File: src/rtl/fsed_pkg.sv
// fsed_pkg: shared types, constants and helpers of the frame stillness end detector
// no dependencies; used by every rtl file of the block

package fsed_pkg;

  localparam int COUNT_WIDTH = 24;
  localparam int FIELD_W     = 24;
  localparam int EXT_W       = (COUNT_WIDTH > FIELD_W) ? COUNT_WIDTH : FIELD_W;

  localparam int QUEUE_DEPTH = 4;
  localparam int QPTR_W      = $clog2(QUEUE_DEPTH);

  localparam int CFG_INDEX_W = 3;
  localparam int CFG_DATA_W  = 16;

  localparam int IN_TDATA_W  = 56;
  localparam int OUT_TDATA_W = 72;

  localparam logic [3:0] STILL_RUN_MAX = 4'd15;
  localparam logic [6:0] STEP_MAX      = 7'd64;

  typedef enum logic [CFG_INDEX_W-1:0] {
    CFG_MAX_FRAMES   = 3'd0,
    CFG_MAX_RETRIES  = 3'd1,
    CFG_SAMPLE_STEP  = 3'd2,
    CFG_DIFF_THRESH  = 3'd3,
    CFG_RATIO_DIV    = 3'd4,
    CFG_STILL_NEEDED = 3'd5
  } cfg_index_t;

  typedef enum logic [1:0] {
    PH_IDLE    = 2'd0,
    PH_CAPTURE = 2'd1,
    PH_DONE    = 2'd2
  } phase_t;

  typedef enum logic [1:0] {
    OUT_CONTINUE = 2'd0,
    OUT_RETRY    = 2'd1,
    OUT_END      = 2'd2,
    OUT_LIMIT    = 2'd3
  } outcome_t;

  typedef struct packed {
    logic [15:0] max_frames;
    logic [3:0]  max_retries;
    logic [6:0]  sample_step;
    logic [7:0]  diff_threshold;
    logic [9:0]  ratio_divisor;
    logic [3:0]  still_needed;
  } cfg_t;

  // classified pixel pair passed from front to back
  typedef struct packed {
    logic func;
    logic changed;
    logic line_end;
    logic frame_end;
    logic size_changed;
  } entry_t;

  function automatic logic [FIELD_W-1:0] to_field(input logic [COUNT_WIDTH-1:0] v);
    logic [EXT_W-1:0] ext;
    logic [EXT_W-1:0] lim;
    ext = EXT_W'(v);
    lim = EXT_W'({FIELD_W{1'b1}});
    return (ext > lim) ? {FIELD_W{1'b1}} : ext[FIELD_W-1:0];
  endfunction

endpackage

File: src/rtl/frame_stillness_end_detector.sv
// frame_stillness_end_detector: top level, one pixel pair per cycle unless the queue is full,
// one result per frame end during capture; a frame_end transfer passes a queue slot, then the
// result register; the back counters take one item per cycle while the result is not stalled
// a 4-entry queue decouples input classification from the back; a stalled result stalls it
// reset (rst, synchronous): registers to defaults, counters cleared, idle until begin
// depends on fsed_pkg, fsed_cfg, fsed_front, fsed_queue, fsed_back

module frame_stillness_end_detector (
  input  logic                             clk,
  input  logic                             rst,
  input  logic                             cfg_we,
  input  logic [fsed_pkg::CFG_INDEX_W-1:0] cfg_index,
  input  logic [fsed_pkg::CFG_DATA_W-1:0]  cfg_data,
  input  logic                             s_tvalid,
  output logic                             s_tready,
  // prev_red, prev_green, prev_blue, cur_red, cur_green, cur_blue, line_end, size_changed
  input  logic [fsed_pkg::IN_TDATA_W-1:0]  s_tdata,
  // func
  input  logic                             s_tuser,
  input  logic                             s_tlast,
  output logic                             m_tvalid,
  input  logic                             m_tready,
  // frame_number, retries_used, changed_samples, total_samples
  output logic [fsed_pkg::OUT_TDATA_W-1:0] m_tdata,
  // outcome
  output logic [1:0]                       m_tuser
);

  fsed_pkg::cfg_t   cfg;
  fsed_pkg::entry_t push_entry;
  fsed_pkg::entry_t q_entry;
  logic             push;
  logic             q_full;
  logic             q_valid;
  logic             q_ready;

  fsed_cfg u_cfg (
    .clk       (clk),
    .rst       (rst),
    .cfg_we    (cfg_we),
    .cfg_index (cfg_index),
    .cfg_data  (cfg_data),
    .cfg       (cfg)
  );

  fsed_front u_front (
    .s_tdata        (s_tdata),
    .s_tvalid       (s_tvalid),
    .s_tuser        (s_tuser),
    .s_tlast        (s_tlast),
    .s_tready       (s_tready),
    .diff_threshold (cfg.diff_threshold),
    .q_full         (q_full),
    .push           (push),
    .entry          (push_entry)
  );

  fsed_queue u_queue (
    .clk        (clk),
    .rst        (rst),
    .push       (push),
    .push_entry (push_entry),
    .full       (q_full),
    .q_valid    (q_valid),
    .q_ready    (q_ready),
    .q_entry    (q_entry)
  );

  fsed_back u_back (
    .clk      (clk),
    .rst      (rst),
    .cfg      (cfg),
    .q_valid  (q_valid),
    .q_ready  (q_ready),
    .q_entry  (q_entry),
    .m_tvalid (m_tvalid),
    .m_tready (m_tready),
    .m_tdata  (m_tdata),
    .m_tuser  (m_tuser)
  );

endmodule

File: src/rtl/fsed_cfg.sv
// fsed_cfg: configuration register file written through the plain write port
// depends on fsed_pkg

module fsed_cfg (
  input  logic                             clk,
  input  logic                             rst,
  input  logic                             cfg_we,
  input  logic [fsed_pkg::CFG_INDEX_W-1:0] cfg_index,
  input  logic [fsed_pkg::CFG_DATA_W-1:0]  cfg_data,
  output fsed_pkg::cfg_t                   cfg
);

  always_ff @(posedge clk) begin
    if (rst) begin
      cfg.max_frames     <= 16'd500;
      cfg.max_retries    <= 4'd3;
      cfg.sample_step    <= 7'd10;
      cfg.diff_threshold <= 8'd5;
      cfg.ratio_divisor  <= 10'd100;
      cfg.still_needed   <= 4'd2;
    end else if (cfg_we) begin
      case (cfg_index)
        fsed_pkg::CFG_MAX_FRAMES:   cfg.max_frames     <= cfg_data[15:0];
        fsed_pkg::CFG_MAX_RETRIES:  cfg.max_retries    <= cfg_data[3:0];
        fsed_pkg::CFG_SAMPLE_STEP:  cfg.sample_step    <= cfg_data[6:0];
        fsed_pkg::CFG_DIFF_THRESH:  cfg.diff_threshold <= cfg_data[7:0];
        fsed_pkg::CFG_RATIO_DIV:    cfg.ratio_divisor  <= cfg_data[9:0];
        fsed_pkg::CFG_STILL_NEEDED: cfg.still_needed   <= cfg_data[3:0];
        default: ;
      endcase
    end
  end

endmodule

File: src/rtl/fsed_front.sv
// fsed_front: input side, gray conversion and change classification of each pixel pair
// depends on fsed_pkg; feeds fsed_queue

module fsed_front (
  input  logic [fsed_pkg::IN_TDATA_W-1:0] s_tdata,
  input  logic                            s_tvalid,
  input  logic                            s_tuser,
  input  logic                            s_tlast,
  output logic                            s_tready,
  input  logic [7:0]                      diff_threshold,
  input  logic                            q_full,
  output logic                            push,
  output fsed_pkg::entry_t                entry
);

  logic [7:0] prev_gray;
  logic [7:0] cur_gray;
  logic [7:0] diff;

  // sum / 3 as multiply by 683 / 2048, exact for sums up to 765
  function automatic logic [7:0] gray(input logic [7:0] r, input logic [7:0] g,
                                      input logic [7:0] b);
    logic [9:0]  sum;
    logic [19:0] prod;
    sum  = 10'(r) + 10'(g) + 10'(b);
    prod = 20'(sum) * 20'd683;
    return prod[18:11];
  endfunction

  assign prev_gray = gray(s_tdata[7:0], s_tdata[15:8], s_tdata[23:16]);
  assign cur_gray  = gray(s_tdata[31:24], s_tdata[39:32], s_tdata[47:40]);
  assign diff      = (prev_gray > cur_gray) ? (prev_gray - cur_gray) : (cur_gray - prev_gray);

  assign s_tready = !q_full;
  assign push     = s_tvalid && !q_full;

  always_comb begin
    entry.func         = s_tuser;
    entry.changed      = diff > diff_threshold;
    entry.line_end     = s_tdata[48];
    entry.frame_end    = s_tlast;
    entry.size_changed = s_tdata[49];
  end

endmodule

File: src/rtl/fsed_queue.sv
// fsed_queue: short register queue of classified entries between front and back
// depends on fsed_pkg

module fsed_queue (
  input  logic             clk,
  input  logic             rst,
  input  logic             push,
  input  fsed_pkg::entry_t push_entry,
  output logic             full,
  output logic             q_valid,
  input  logic             q_ready,
  output fsed_pkg::entry_t q_entry
);

  fsed_pkg::entry_t              slots [fsed_pkg::QUEUE_DEPTH];
  logic [fsed_pkg::QPTR_W-1:0]   wr_ptr;
  logic [fsed_pkg::QPTR_W-1:0]   rd_ptr;
  logic [fsed_pkg::QPTR_W:0]     count;
  logic                          pop;

  assign full    = count == (fsed_pkg::QPTR_W+1)'(fsed_pkg::QUEUE_DEPTH);
  assign q_valid = count != '0;
  assign q_entry = slots[rd_ptr];
  assign pop     = q_valid && q_ready;

  always_ff @(posedge clk) begin
    if (push) begin
      slots[wr_ptr] <= push_entry;
    end
  end

  always_ff @(posedge clk) begin
    if (rst) begin
      wr_ptr <= '0;
      rd_ptr <= '0;
      count  <= '0;
    end else begin
      if (push) begin
        wr_ptr <= wr_ptr + 1'b1;
      end
      if (pop) begin
        rd_ptr <= rd_ptr + 1'b1;
      end
      case ({push, pop})
        2'b10:   count <= count + 1'b1;
        2'b01:   count <= count - 1'b1;
        default: count <= count;
      endcase
    end
  end

endmodule

File: src/rtl/fsed_back.sv
// fsed_back: sampling grid, frame counters, stillness decision and result register
// depends on fsed_pkg; takes entries from fsed_queue

module fsed_back (
  input  logic                             clk,
  input  logic                             rst,
  input  fsed_pkg::cfg_t                   cfg,
  input  logic                             q_valid,
  output logic                             q_ready,
  input  fsed_pkg::entry_t                 q_entry,
  output logic                             m_tvalid,
  input  logic                             m_tready,
  output logic [fsed_pkg::OUT_TDATA_W-1:0] m_tdata,
  output logic [1:0]                       m_tuser
);

  localparam int CW = fsed_pkg::COUNT_WIDTH;

  fsed_pkg::phase_t   state;
  fsed_pkg::phase_t   state_next;
  fsed_pkg::outcome_t outcome;

  logic [15:0]   frame_count, frame_count_next;
  logic [3:0]    retry_count, retry_count_next;
  logic [3:0]    still_run, still_run_next;
  logic [5:0]    col_phase, col_phase_next;
  logic [5:0]    row_phase, row_phase_next;
  logic [CW-1:0] changed_count, changed_count_next;
  logic [CW-1:0] sample_count, sample_count_next;

  logic          pop;
  logic          capture;
  logic          frame_ev;
  logic          is_sample;
  logic [CW-1:0] chg_inc;
  logic [CW-1:0] smp_inc;
  logic [CW+9:0] prod;
  logic          still;
  logic [3:0]    run_upd;
  logic          hit_limit;
  logic          compared;
  logic          end_det;
  logic          do_retry;
  logic [6:0]    step;
  logic [6:0]    col_adv;
  logic [6:0]    row_adv;

  assign q_ready  = !m_tvalid || m_tready;
  assign pop      = q_valid && q_ready;
  assign capture  = state == fsed_pkg::PH_CAPTURE;
  assign frame_ev = pop && !q_entry.func && capture && q_entry.frame_end;

  // decision datapath
  always_comb begin
    step      = (cfg.sample_step == 7'd0) ? 7'd1 :
                (cfg.sample_step > fsed_pkg::STEP_MAX) ? fsed_pkg::STEP_MAX : cfg.sample_step;
    col_adv   = 7'(col_phase) + 7'd1;
    row_adv   = 7'(row_phase) + 7'd1;
    is_sample = (col_phase == 6'd0) && (row_phase == 6'd0);
    chg_inc   = changed_count;
    smp_inc   = sample_count;
    if (is_sample) begin
      if (q_entry.changed && (changed_count != {CW{1'b1}})) begin
        chg_inc = changed_count + 1'b1;
      end
      if (sample_count != {CW{1'b1}}) begin
        smp_inc = sample_count + 1'b1;
      end
    end
    prod      = (CW+10)'(chg_inc) * (CW+10)'(cfg.ratio_divisor);
    still     = prod < (CW+10)'(smp_inc);
    run_upd   = !still ? 4'd0 :
                (still_run < fsed_pkg::STILL_RUN_MAX) ? still_run + 4'd1 : still_run;
    hit_limit = frame_count >= cfg.max_frames;
    compared  = (frame_count != 16'd0) && !q_entry.size_changed && (smp_inc != '0);
    end_det   = compared && (run_upd >= cfg.still_needed);
    do_retry  = end_det && (retry_count < cfg.max_retries);
    if (hit_limit) begin
      outcome = fsed_pkg::OUT_LIMIT;
    end else if (do_retry) begin
      outcome = fsed_pkg::OUT_RETRY;
    end else if (end_det) begin
      outcome = fsed_pkg::OUT_END;
    end else begin
      outcome = fsed_pkg::OUT_CONTINUE;
    end
  end

  // next state
  always_comb begin
    state_next = state;
    if (pop && q_entry.func) begin
      state_next = fsed_pkg::PH_CAPTURE;
    end else if (frame_ev &&
                 (outcome == fsed_pkg::OUT_LIMIT || outcome == fsed_pkg::OUT_END)) begin
      state_next = fsed_pkg::PH_DONE;
    end
  end

  // counters
  always_comb begin
    frame_count_next   = frame_count;
    retry_count_next   = retry_count;
    still_run_next     = still_run;
    col_phase_next     = col_phase;
    row_phase_next     = row_phase;
    changed_count_next = changed_count;
    sample_count_next  = sample_count;
    if (pop && q_entry.func) begin
      frame_count_next   = '0;
      retry_count_next   = '0;
      still_run_next     = '0;
      col_phase_next     = '0;
      row_phase_next     = '0;
      changed_count_next = '0;
      sample_count_next  = '0;
    end else if (pop && capture && !q_entry.frame_end) begin
      changed_count_next = chg_inc;
      sample_count_next  = smp_inc;
      if (q_entry.line_end) begin
        col_phase_next = '0;
        row_phase_next = (row_adv >= step) ? 6'd0 : row_adv[5:0];
      end else begin
        col_phase_next = (col_adv >= step) ? 6'd0 : col_adv[5:0];
      end
    end else if (frame_ev) begin
      col_phase_next     = '0;
      row_phase_next     = '0;
      changed_count_next = '0;
      sample_count_next  = '0;
      if (!hit_limit) begin
        if (frame_count != 16'd0) begin
          if (q_entry.size_changed) begin
            still_run_next = '0;
          end else if (smp_inc != '0) begin
            still_run_next = run_upd;
          end
        end
        if (do_retry) begin
          retry_count_next = retry_count + 4'd1;
          still_run_next   = '0;
        end else if (!end_det) begin
          frame_count_next = frame_count + 16'd1;
        end
      end
    end
  end

  always_ff @(posedge clk) begin
    if (rst) begin
      state         <= fsed_pkg::PH_IDLE;
      frame_count   <= '0;
      retry_count   <= '0;
      still_run     <= '0;
      col_phase     <= '0;
      row_phase     <= '0;
      changed_count <= '0;
      sample_count  <= '0;
    end else begin
      state         <= state_next;
      frame_count   <= frame_count_next;
      retry_count   <= retry_count_next;
      still_run     <= still_run_next;
      col_phase     <= col_phase_next;
      row_phase     <= row_phase_next;
      changed_count <= changed_count_next;
      sample_count  <= sample_count_next;
    end
  end

  // result register
  always_ff @(posedge clk) begin
    if (rst) begin
      m_tvalid <= 1'b0;
    end else if (frame_ev) begin
      m_tvalid <= 1'b1;
    end else if (m_tready) begin
      m_tvalid <= 1'b0;
    end
  end

  always_ff @(posedge clk) begin
    if (frame_ev) begin
      m_tuser <= outcome;
      m_tdata <= {4'd0, fsed_pkg::to_field(smp_inc), fsed_pkg::to_field(chg_inc),
                  retry_count_next, frame_count_next};
    end
  end

  a_retry_counts: assert property (@(posedge clk) disable iff (rst)
    frame_ev && outcome == fsed_pkg::OUT_RETRY |=>
      retry_count == 4'($past(retry_count) + 4'd1) && still_run == 4'd0)
    else $error("retry did not consume an attempt");

  a_stop_done: assert property (@(posedge clk) disable iff (rst)
    frame_ev && (outcome == fsed_pkg::OUT_END || outcome == fsed_pkg::OUT_LIMIT) |=>
      state == fsed_pkg::PH_DONE)
    else $error("capture did not finish after end or limit");

  a_continue_counts: assert property (@(posedge clk) disable iff (rst)
    frame_ev && outcome == fsed_pkg::OUT_CONTINUE |=>
      frame_count == 16'($past(frame_count) + 16'd1))
    else $error("continued frame not counted");

  a_begin_clears: assert property (@(posedge clk) disable iff (rst)
    pop && q_entry.func |=>
      state == fsed_pkg::PH_CAPTURE && frame_count == 16'd0 && retry_count == 4'd0 &&
      sample_count == '0)
    else $error("begin did not clear the capture");

  a_result_held: assert property (@(posedge clk) disable iff (rst)
    m_tvalid && !m_tready |-> !frame_ev)
    else $error("result overwritten while stalled");

endmodule

File: config.mk
export PLATFORM = sky130hd
export DESIGN_NAME = frame_stillness_end_detector
export DESIGN_NICKNAME = d
export VERILOG_FILES = /design/src/rtl/fsed_pkg.sv /design/src/rtl/frame_stillness_end_detector.sv /design/src/rtl/fsed_cfg.sv /design/src/rtl/fsed_front.sv /design/src/rtl/fsed_queue.sv /design/src/rtl/fsed_back.sv
export SDC_FILE = /design/constraint.sdc
export NUM_CORES = 1
export LEC_CHECK = 0
export BUFFER_PORTS_ARGS = -buffer_cell sky130_fd_sc_hd__buf_2
export CORE_MARGIN = 4
export CORE_UTILIZATION = 35
export CTS_BUF_LIST = sky130_fd_sc_hd__clkbuf_4
export CTS_CLUSTER_SIZE = 20
export DETAILED_ROUTE_END_ITERATION = 10
export PLACE_DENSITY_LB_ADDON = 0.2
export SLEW_MARGIN = 25
export SYNTH_ARGS = -nofsm -noshare
export SYNTH_HDL_FRONTEND = slang
export SYNTH_HIERARCHICAL = 1
export SYNTH_SLANG_ARGS = --single-unit
File: constraint.sdc
create_clock -name clk -period 13 [get_ports clk]
set_input_delay 0.65 -clock clk [delete_from_list [all_inputs] [get_ports clk]]
set_output_delay 0.65 -clock clk [all_outputs]
set_load 0.02 [all_outputs]
==> run summary <==
The run finished with clean final reports. Of all cell types, the one taking the most synthesized area is fa_1. The pin slew with the least headroom to its limit is 1020 ps. The floorplan has between 90 and 100 rows.

The detailed-route wire length per cell came out at about 16 µm. The count of fill cells added during filler insertion is between 7k and 8k. The final wirelength came out at about 65 mm. The cell area after technology mapping is 25,600 µm².

Setup repair after global routing left no endpoint under its margin. The relative area change from synthesis to final layout came out at 10.1%. The depth of the worst register-to-register path came out at 45.

The endpoint identified for the worst register-to-register timing path is u_back/still_run[2]. The number of buffers created by CTS came out at 70. The largest fanout of any net on the critical path came out at 10.

Once the clock tree was built, the setup fixing pass inserted 0 buffers. The DRC violations left is 0. The data arrival time of the critical path came out at around 13,000 ps. The largest individual stage delay along the critical path comes from the cell or4_4. The initial antenna violation count came out at 10. The initial core utilization came out at between 30% and 40%. The fraction of the cycle the final worst path needs is between 90% and 100%. The max-slew headroom at the worst pin is between 30% and 40%.

The final-layout setup total negative slack came out at 0 ps. The Yosys step of the flow raised 6 warnings. The die area is approximately 78,000 µm². In this run the worst hold path is classified as in -> reg. For this run, the leading register cell type out of synthesis is dfxtp_1.

The ratio of cells with drive above 1 in the final layout came out at between 10% and 20%. The total overflow left after global routing is 0. The congestion estimate from routability-driven global placement came to slightly below 0.9. The root buffer cell chosen for the clock tree is clkbuf_4. The total of endpoints with negative setup slack in the final report is 0. The clock net sink count is 235.

The final count of hold timing violations came out at 0. The count of flip-flops with a built-in enable after synthesis is 90. In this run the vertical extent of the chip is 279 µm.

Across all register-to-register paths, the minimum setup slack is around 1200 ps. The highest attainable clock frequency came out at ~85 MHz. The average size of a mapped cell came out at 9.17 µm². By area the synthesized netlist is led by fa_1 19%, ha_1 14%, dfxtp_1 11%. The final-report max-slew violation count is 0. The count of distinct cell types in the synthesized netlist is 112. The number of cells produced by synthesis is around 2.8k. The first-pass GRT wire length came out at around 110 mm. In this run the horizontal extent of the chip is roughly 280 µm. The post-detailed-placement half-perimeter wirelength is a little over 50 mm. The final layout contains between 3k and 4k nets. The startpoint identified for the worst register-to-register timing path is u_back/row_phase[2].

The pin count of the biggest net entering global routing came out at 87. In the synthesized netlist the async set-or-reset flop fraction comes to 0%. Using the TritonRoute via totals, the vias-per-cell ratio works out to 5.04.

The end point of the most critical hold path is u_cfg/cfg[48]. Counting instances in the post-synthesis netlist gives the leading cell types as 387 x inv_1, 295 x ha_1, 237 x fa_1. The number of flip-flops and latches in the synthesized netlist came out at 235. The number of hold buffers added after CTS was 2. The setup path with the least slack is of type reg -> reg. Among all cell types in the netlist, the one instantiated most often is inv_1. The kind of capture point of the worst setup path is a flip-flop. The routed length on met2 is between 30 and 40 mm. The worst hold path was traced through 3 stages. The total routing resource utilization after global routing came out at between 10% and 20%.

The final clock skew is 75.9 ps. The amount of wire on met3 after detailed routing came out at 3.01 mm. The proportion of synthesized chip area in sequential cells came out at between 20% and 30%.

The area share of the largest cell type after synthesis is 18.5%. Routed signal wires occupy layers up through met5. For this design the top-level I/O count stands at around 160. The clock latency at the later pin of the worst-skew pair is between 800 and 900 ps.

In the final routing, the length of wire on met1 measures 28.5 mm. The area of the core came out at ~72,000 µm². The data required time of the worst path came out at about 14,000 ps.

The number of vias after detailed routing is 19.8k. The H-tree was split into 3 levels. STA classifies the critical path startpoint as a flip-flop.

TritonCTS built the clock tree. In this run the most critical hold path is launched from cfg_data[15]. The number of cells upsized or downsized after cts is 0. Counting along the longest clock path gives a buffer depth of 3. The number of global-route vias before repair came out at 20.5k. The cell that appears most often on the critical path is fa_1. Subtracting the final worst setup slack from the clock period gives about 12,000 ps. The violation count after the first detailed-route iteration is about 1.0k. The CTS clock-pin slew for the worst setup and hold paths came out at approximately 70 ps. The number of routed nets with antenna violations came out at 0. In this design, the stage delay of the slowest critical-path cell is about 580 ps.

The first TritonRoute pass finished after 5 iterations. The number of max-capacitance violations reported is 0. The total of buffers placed on input and output ports came out at 147.
## cells in the final DEF, fill, tap and decap left out, types with 6 or more instances in the layout
cell,Yosys,routed
xor2_1,58,58
buf_4,13,40
clkbuf_4,0,102
o31ai_1,7,7
mux2i_1,64,64
nor2_1,217,215
nand4_1,32,32
a211oi_1,11,11
a21oi_1,108,108
and4_1,7,7
o21a_1,20,20
nand3_1,59,59
ha_1,295,295
nor3_1,34,34
and3_1,27,27
fa_1,237,237
o21ai_0,59,59
or3_1,16,16
nor2b_1,14,14
buf_2,7,147
dfxtp_1,145,143
or2_2,7,7
xnor2_1,93,93
o211ai_1,6,6
nand2b_1,67,67
nand2_1,225,225
edfxtp_1,90,90
clkinv_2,0,7
a31oi_1,12,12
nand3b_1,8,8
inv_1,387,386
a22oi_1,39,39
nor4_1,8,8
o21bai_1,6,6
clkinv_1,0,13
and2_1,119,119
diode_2,0,6
a21o_1,51,51
## kinds of logic after synthesis
| group | count (synthesis) | share of synthesized area (%) |
|---|---|---|
| and+or+nand+nor | 883 | 17.6 |
| adders and majority gates | 532 | 32.9 |
| buffers and inverters | 520 | 8.25 |
| AOI/OAI and AO/OA | 398 | 10.9 |
| DFF | 235 | 21.9 |
| xor gates and xnor gates | 154 | 5.39 |
| muxes | 73 | 3.11 |
| other | 1 | 0.0146 |
## worst max-delay path: cells and delay by family (launching register included)
kind	cells	cell delay, ps
and+or+nand+nor	18	4400
adders and majority gates	8	3460
AOI/OAI and AO/OA	13	2270
xor gates and xnor gates	2	680
buffers and inverters	4	550
DFF	1	370
## layout make-up
type	count	area (µm²)	area share, %
multi-input combinational	2044	17900	63.6
sequential	235	5610	19.9
inverter	387	1450	5.15
tap	950	1190	4.21
timing repair buffer	189	1060	3.74
clock buffer	102	766	2.71
clock inverter	27	199	0.705
antenna	6	15.0	0.0532
## sequential cells by signal, indices dropped and copies added, names as in the netlist, named ones only
register	cells
u_queue/wr_ptr	2
u_back/retry_count	4
u_back/col_phase	6
u_queue/rd_ptr	2
u_queue/count	3
u_back/m_tdata	68
u_back/sample_count	24
u_back/frame_count	16
u_cfg/cfg	49
u_back/row_phase	6
u_back/still_run	4
u_back/m_tuser	2
u_back/state	2
u_back/changed_count	24
u_back/m_tvalid	1
u_queue/slots	20
## per-layer routing
layer / track usage [%] / vias up
li1: - / 9629
met1: 21.3 / 9675
met2: 28.5 / 430
met3: 2.95 / 101
met4: 5.07 / 6
met5: 0 / -
## worst max-delay path by stage
stage	startpoint	cells past startpoint	to
final	u_back/row_phase[2]	45	u_back/still_run[2]
after detailed placement	u_back/row_phase[2]	44	u_back/still_run[0]
after global routing	u_back/row_phase[2]	48	u_back/still_run[2]
after CTS	u_back/row_phase[2]	44	u_back/still_run[2]
after global placement	u_back/row_phase[2]	44	u_back/still_run[0]
after floorplan	u_back/row_phase[2]	49	u_back/still_run[0]
## per-stage QoR
stage               worst slack [ps]  cells  utilization [%]  hold WS (ps)  instance area [µm²]
floorplan                       2210   2799                -           416                25600
global placement                1170   3803             37.8           437                27200
detailed placement              1080   3803             37.8           437                27200
CTS                             1090   3934             39.2          19.5                28200
global route                     241   3937             39.2          56.6                28200
finish                          1200   3940             39.2           126                28200
Power is left out: the tool's default activity adds up to more than one toggle a clock period on the data nets, which glitch-free logic cannot reach.
